### src/hdl/wps_pkg.sv
`default_nettype none
package wps_pkg;

	localparam int MAX_PAGES_DEF = 1024;
	localparam int SLOTS_DEF     = 10;
	localparam int VAL_W         = 16;
	localparam int MASK_W        = 10;
	localparam int IDX_W         = 10;
	localparam int TOTAL_W       = 11;

	localparam logic [1:0] OP_WRITE_PAGE  = 2'd0;
	localparam logic [1:0] OP_WRITE_QUERY = 2'd1;
	localparam logic [1:0] OP_SET_CURRENT = 2'd2;
	localparam logic [1:0] OP_SEARCH      = 2'd3;

	typedef struct packed {
		logic accept;
		logic start;
		logic scan;
		logic restart;
		logic record_hit;
		logic retry_hit;
		logic post;
	} ctl_cmd_t;

	typedef struct packed {
		logic hit;
		logic pass_end;
		logic retry_req;
		logic out_free;
	} dp_sts_t;

endpackage
`default_nettype wire

### src/hdl/wps_ctrl.sv
`default_nettype none
module wps_ctrl (
	input  wire logic              clk,
	input  wire logic              arst_n,
	input  wire logic              in_valid,
	input  wire logic [1:0]        operation,
	output logic                   in_stall,
	output wps_pkg::ctl_cmd_t      cmd,
	input  wire wps_pkg::dp_sts_t  sts
);

	typedef enum logic [3:0] {
		S_IDLE  = 4'b0001,
		S_SCAN  = 4'b0010,
		S_RETRY = 4'b0100,
		S_POST  = 4'b1000
	} state_t;

	state_t state_q;
	state_t state_next;

	always_comb begin
		cmd        = '0;
		state_next = state_q;
		unique case (state_q)
			S_IDLE: begin
				if (in_valid) begin
					cmd.accept = 1'b1;
					if (operation == wps_pkg::OP_SEARCH) begin
						cmd.start  = 1'b1;
						state_next = S_SCAN;
					end else begin
						state_next = S_POST;
					end
				end
			end
			S_SCAN: begin
				cmd.scan = 1'b1;
				if (sts.hit) begin
					cmd.record_hit = 1'b1;
					state_next     = S_POST;
				end else if (sts.pass_end) begin
					if (sts.retry_req) begin
						cmd.restart = 1'b1;
						state_next  = S_RETRY;
					end else begin
						state_next = S_POST;
					end
				end
			end
			S_RETRY: begin
				cmd.scan = 1'b1;
				if (sts.hit) begin
					cmd.record_hit = 1'b1;
					cmd.retry_hit  = 1'b1;
					state_next     = S_POST;
				end else if (sts.pass_end) begin
					state_next = S_POST;
				end
			end
			S_POST: begin
				if (sts.out_free) begin
					cmd.post   = 1'b1;
					state_next = S_IDLE;
				end
			end
			default: begin
				state_next = S_IDLE;
			end
		endcase
	end

	always_ff @(posedge clk or negedge arst_n) begin
		if (!arst_n) begin
			state_q <= S_IDLE;
		end else begin
			state_q <= state_next;
		end
	end

	assign in_stall = (state_q != S_IDLE);

endmodule
`default_nettype wire

### config.mk
export PLATFORM = sky130hd
export DESIGN_NAME = wps_ctrl
export DESIGN_NICKNAME = d
export VERILOG_FILES = /design/src/hdl/wps_pkg.sv /design/src/hdl/wps_ctrl.sv
export SDC_FILE = /design/constraint.sdc
export NUM_CORES = 1
export LEC_CHECK = 0
export CELL_PAD_IN_SITES_DETAIL_PLACEMENT = 2
export CELL_PAD_IN_SITES_GLOBAL_PLACEMENT = 2
export CORE_AREA = 2 2 39 41
export CTS_BUF_LIST = sky130_fd_sc_hd__clkbuf_8 sky130_fd_sc_hd__clkbuf_16
export CTS_CLUSTER_DIAMETER = 50
export DETAILED_ROUTE_END_ITERATION = 16
export DIE_AREA = 0 0 41 43
export DONT_BUFFER_PORTS = 1
export PLACE_DENSITY = 0.72
export SYNTH_ARGS = -nofsm -noshare
export SYNTH_HDL_FRONTEND = slang
export SYNTH_SLANG_ARGS = --single-unit
### constraint.sdc
create_clock -name clk -period 3.9 [get_ports clk]
set_input_delay 0.585 -clock clk [delete_from_list [all_inputs] [get_ports clk]]
set_output_delay 0.585 -clock clk [all_outputs]
set_load 0.01 [all_outputs]
==> out/metrics.cfg, run 1 <==
[pwr]
vdd_drop_max_mv = 0.343
power_density_nw_per_um2 = 636
power.total_uw = 238
p_leak_nw = 0.150

[worst_setup_path]
reg2regPathDepth = 3
cp-start-kind = register
required_ps = 3310
critical_path_class = reg -> out
path_max_fanout = 8
cp-end-kind = output pin
arrival_ps = 1590

[sta]
drv_slew = 0
max_clock_freq_ghz = 0.460
maxSlewHeadroom = 0.709
clock_skew_ps = 0.303
min_period_over_period = 0.558
setup_violations = 0
rsz0062_at_grt = no
tns_ps = 0
period_needed_ps = 2180
final.setup.worst_slack_ps = 1720
hold_viol = 0
worst_pin_slew_ps = 434

[cts]
post_cts_buffers = 0
clk_pin_slew_worst_paths_ps = 30
cts_tree = done
cts_sinks = 4
cts_made_buffers = 3
insertion_delay_ps = 220
cts_max_path_buffers = 2
h-tree-depth = 1
cts-root-buf = clkbuf_8
ctsResizeCount = 0
cts_hold_buf = 0

[cells_and_area]
areaGrowthSynthToFinish_pct = 12.8
reg_top3 = state_q: 4 flops
regMostFlops = state_q
nets = 50
antennaDiodeCount = 0
drive_gt1_frac = 0.200
largest_reg_flops = 4

[placed_design]
gp_congestion = 0.694
dp_slack_ps = 1930
hpwl_um = 663
numPortBuffers = 0

[die]
coreArea_um2 = 1380
die_h_um = 43
num_io_pins = 17
start_util = 0.240
dieArea_um2 = 1760
die_w_um = 41
rows = 14

[job]
drv_cap = 0

[grt]
grt_pass1_vias = 310
grt_max_degree = 10
antenna_found_initial = 0
gr-usage-all-layers = 0.123
grt-ovfl-total = 0
grt_first_pass_wirelength_um = 1390

[logic_synthesis]
synthesis.nets = 47
ys_ff_latch = 4
synth_warnings = 0
ys_seq_area_frac = 0.306
syn_avg_cell_area_um2 = 8.73
yosysUniqueCellTypes = 22
syn_inst = 38
syn_area_um2 = 332

[status]
status = finished clean

[route]
ant_nets = 0
wl_per_cell_um = 15.2
dr.first_iter.drc_count = 3
drc = 0
via_per_inst = 5.07
drtPass1Iterations = 3
wirelength_um = 852
vias = 284

[hold_path]
hp-class = in -> async

==> cells in the final DEF, fill, tap and decap left out, types with 2 or more instances in the layout <==
master / netlist / final
inv_1: 3 / 4
nand2_1: 4 / 4
nor4b_1: 3 / 3
nor2_1: 3 / 3
clkbuf_8: 0 / 3
dfrtp_1: 3 / 3
nand2b_1: 2 / 2
and2_1: 2 / 2
o21ai_0: 2 / 2
and2b_2: 2 / 2
==> per-layer routing <==
layer,GRT usage,up-vias,share of wire
met5,0,-,0
met3,0.0681,2,0.077
met2,0.150,12,0.45
met4,0.0600,0,0.016
met1,0.168,133,0.45
li1,-,137,-
==> synthesized netlist by cell type <==
cell,number,area share
nand3b_1,1,0.023
and2_1,2,0.038
a2111oi_2,1,0.045
o22ai_1,1,0.019
xnor2_1,1,0.026
nand2b_1,2,0.038
o311a_1,1,0.030
inv_1,3,0.034
o21ai_0,2,0.030
nor3_2,1,0.030
a21oi_1,1,0.015
a31oi_1,1,0.019
and2b_2,2,0.053
nor3_1,1,0.015
nor4b_1,3,0.079
nand2_1,4,0.045
buf_6,2,0.068
or3b_1,1,0.026
nand4b_1,1,0.026
dfstp_2,1,0.079
nor2_1,3,0.034
dfrtp_1,3,0.23
==> stage by stage <==
step | hold slack (ps) | cell area [um2] | util | instances
3_5_place_dp | 290 | 329 | 0.238 | 52
3_3_place_gp | 290 | 329 | 0.238 | 52
5_1_grt | 53.8 | 374 | 0.270 | 56
2_1_floorplan | 289 | 332 | - | 38
6_report | 64.1 | 374 | 0.270 | 56
4_1_cts | 57.9 | 374 | 0.270 | 56
==> final cells by class <==
type | instances | area [um2]
clock buffers | 3 | 41.3
well taps | 16 | 20.0
clock inverters | 1 | 3.75
fillers | 167 | 1010
inverters | 3 | 11.3
flip-flops and latches | 4 | 101
multi-input cells | 29 | 196
==> critical path, stage by stage, from the launching register on <==
cell and delay [ps]:
dfstp_2 600, nor4b_1 340, nand2_1 190, nor2_1 240
==> power breakdown <==
group          total [mW]  switching (mW)  leakage [nW]  internal, mW
combinational      0.0656          0.0363        0.0712        0.0293
sequential         0.0823          0.0252        0.0516        0.0571
clock              0.0899          0.0227        0.0269        0.0672
total               0.238          0.0842         0.150         0.154
==> final timing paths <==
path	startpoint	to	slack, ps
worst max-delay path	state_q[0]	cmd[5]	1720
worst min-delay path	arst_n	state_q[3]	60
worst max register to register	state_q[0]	state_q[1]	2440
worst min register to register	state_q[3]	state_q[2]	610
max in group asynchronous	arst_n	state_q[0]	3670
min in group clk	sts[3]	state_q[2]	440
==> cell families after synthesis <==
logic type	after synthesis	share of synthesized area
simple gates	21	0.408
compound gates	7	0.158
buf+inv	5	0.102
flops	4	0.306
xor+xnor	1	0.0264
Power figures use the tool's default switching activity.
==> run 2: changes to the inputs <==
clock period = 2.2 ns   (was 3.9 ns; I/O delays follow)
==> out/metrics.cfg, run 2 (synthesis results as in run 1) <==
[route]
wirelength_um = 819  ; was 852 um
via_per_inst = 5.05  ; was 5.07
ant_nets = 0  ; unchanged
dr.first_iter.drc_count = 3  ; unchanged
wl_per_cell_um = 14.4  ; was 15.2 um
vias = 288  ; was 284
drc = 0  ; unchanged
drtPass1Iterations = 4  ; was 3

[die]
num_io_pins = 17  ; unchanged
coreArea_um2 = 1380  ; unchanged
dieArea_um2 = 1760  ; unchanged
start_util = 0.240  ; unchanged
die_h_um = 43  ; unchanged
rows = 14  ; unchanged
die_w_um = 41  ; unchanged

[cts]
clk_pin_slew_worst_paths_ps = 40  ; was 30 ps
cts_tree = done  ; unchanged
h-tree-depth = 1  ; unchanged
insertion_delay_ps = 220  ; about the same
cts_sinks = 4  ; unchanged
ctsResizeCount = 0  ; unchanged
cts-root-buf = clkbuf_8  ; unchanged
cts_hold_buf = 1  ; was 0
cts_made_buffers = 3  ; unchanged
post_cts_buffers = 0  ; unchanged
cts_max_path_buffers = 2  ; unchanged

[sta]
tns_ps = 0  ; unchanged
rsz0062_at_grt = no  ; unchanged
final.setup.worst_slack_ps = 290  ; was 1720 ps
setup_violations = 0  ; unchanged
maxSlewHeadroom = 0.735  ; was 0.709
hold_viol = 0  ; unchanged
worst_hold_slack_ps = 180  ; was 64.1 ps
clock_skew_ps = 8.02  ; was 0.303 ps
period_needed_ps = 1910
drv_slew = 0  ; unchanged
worst_pin_slew_ps = 394  ; was 434 ps
min_period_over_period = 0.868
max_clock_freq_ghz = 0.524

[pwr]
power_frac_seq = 0.342  ; was 0.346
vdd_drop_max_mv = 0.462  ; was 0.343 mV
power_density_nw_per_um2 = 1090  ; was 636 nW/um2
p_int_uw = 273  ; was 154 uW
switchingPower_uw = 145  ; was 84.2 uW
combPwrFrac = 0.284  ; was 0.276
p_clk_frac = 0.374  ; was 0.378
p_leak_nw = 0.154  ; was 0.150 nW
switching_share = 0.347  ; was 0.354

[worst_setup_path]
crit_family = simple AND/OR/NAND/NOR gates  ; unchanged
critical_path_class = reg -> out  ; unchanged
path_max_fanout = 8  ; unchanged
cp-end-kind = output pin  ; unchanged
path_buf_inv = 0  ; unchanged
cp-start-kind = register  ; unchanged
required_ps = 1870  ; was 3310 ps
cpMaxStageDelayCell = dfstp_2  ; unchanged
max_stage_delay_ps = 590  ; was 600 ps
path_cells = nor4b_1, nand2_1, nor2_1  ; unchanged
arrival_ps = 1580  ; was 1590 ps

[cells_and_area]
seqCellArea_um2 = 101  ; unchanged
nFillCells = 171  ; was 167
multi_input_area_um2 = 196  ; unchanged
nets = 51  ; was 50
final_cell_mix = inv_1, nand2_1  ; unchanged
largest_reg_flops = 4  ; unchanged
reg_top3 = state_q: 4 flops  ; unchanged
regMostFlops = state_q  ; unchanged
areaGrowthSynthToFinish_pct = 15.8  ; was 12.8%
antennaDiodeCount = 0  ; unchanged
post-route-cell-area_um2 = 384  ; was 374 um2
drive_gt1_frac = 0.195  ; was 0.200

[grt]
antenna_found_initial = 0  ; unchanged
gr-usage-all-layers = 0.111  ; was 0.123
grt-ovfl-total = 0  ; unchanged
grt_pass1_vias = 294  ; was 310
grt_max_degree = 10  ; unchanged
grt_first_pass_wirelength_um = 1340  ; was 1390 um

[status]
status = finished clean  ; unchanged

[job]
drv_cap = 0  ; unchanged

[hold_path]
hp-class = in -> reg  ; was in -> async

[placed_design]
numPortBuffers = 0  ; unchanged
dp_slack_ps = 500  ; was 1930 ps
place_area_um2 = 329  ; unchanged
hpwl_um = 661  ; was 663 um
gp_congestion = 0.694  ; about the same

-- run 2: layer usage --
layer / global-route usage / share of wire
met3: 0.0628 / 0.062
met1: 0.153 / 0.45
met2: 0.150 / 0.49
met4: 0.0200 / 0
met5: 0 / 0
-- run 2: power by group through the flow --
stage          Combinational [mW]  Clock [mW]  Sequential, mW
6_report                    0.119       0.157           0.143
5_1_grt                     0.135       0.173           0.150
4_1_cts                     0.122       0.162           0.143
3_5_place_dp                0.119           0           0.144
3_3_place_gp                0.118           0           0.143
2_1_floorplan               0.112           0           0.131
-- run 2: metrics by stage --
stage,cells,utilization,power [mW]
after global placement,52,0.238,0.261
after detailed placement,52,0.238,0.262
final,57,0.278,0.418
after CTS,57,0.278,0.426
after global routing,57,0.278,0.457
after floorplan,38,-,0.242
-- run 2: layout make-up --
class / instances / area share
multi-input cells: 29 / 0.511
flip-flops and latches: 4 / 0.264
clock buffers: 3 / 0.107
well taps: 16 / 0.0521
inverters: 3 / 0.0293
repair buffers: 1 / 0.0261
clock inverters: 1 / 0.00977
-- run 2: worst paths after layout --
path	to	start	cells past startpoint	slack (ps)
max	cmd[5]	state_q[0]	3	290
min	state_q[2]	sts[3]	1	180
max reg2reg	state_q[1]	state_q[0]	3	760
min reg2reg	state_q[2]	state_q[3]	1	580
max in group asynchronous	state_q[0]	arst_n	1	1560
min in group asynchronous	state_q[2]	arst_n	1	390
-- run 2: worst reg2reg max path: cells and delay by family (launching register included) --
family / cells / cell delay (ps)
AOI/OAI and AO/OA: 1 / 230
DFF: 1 / 590
and+or+nand+nor: 2 / 530
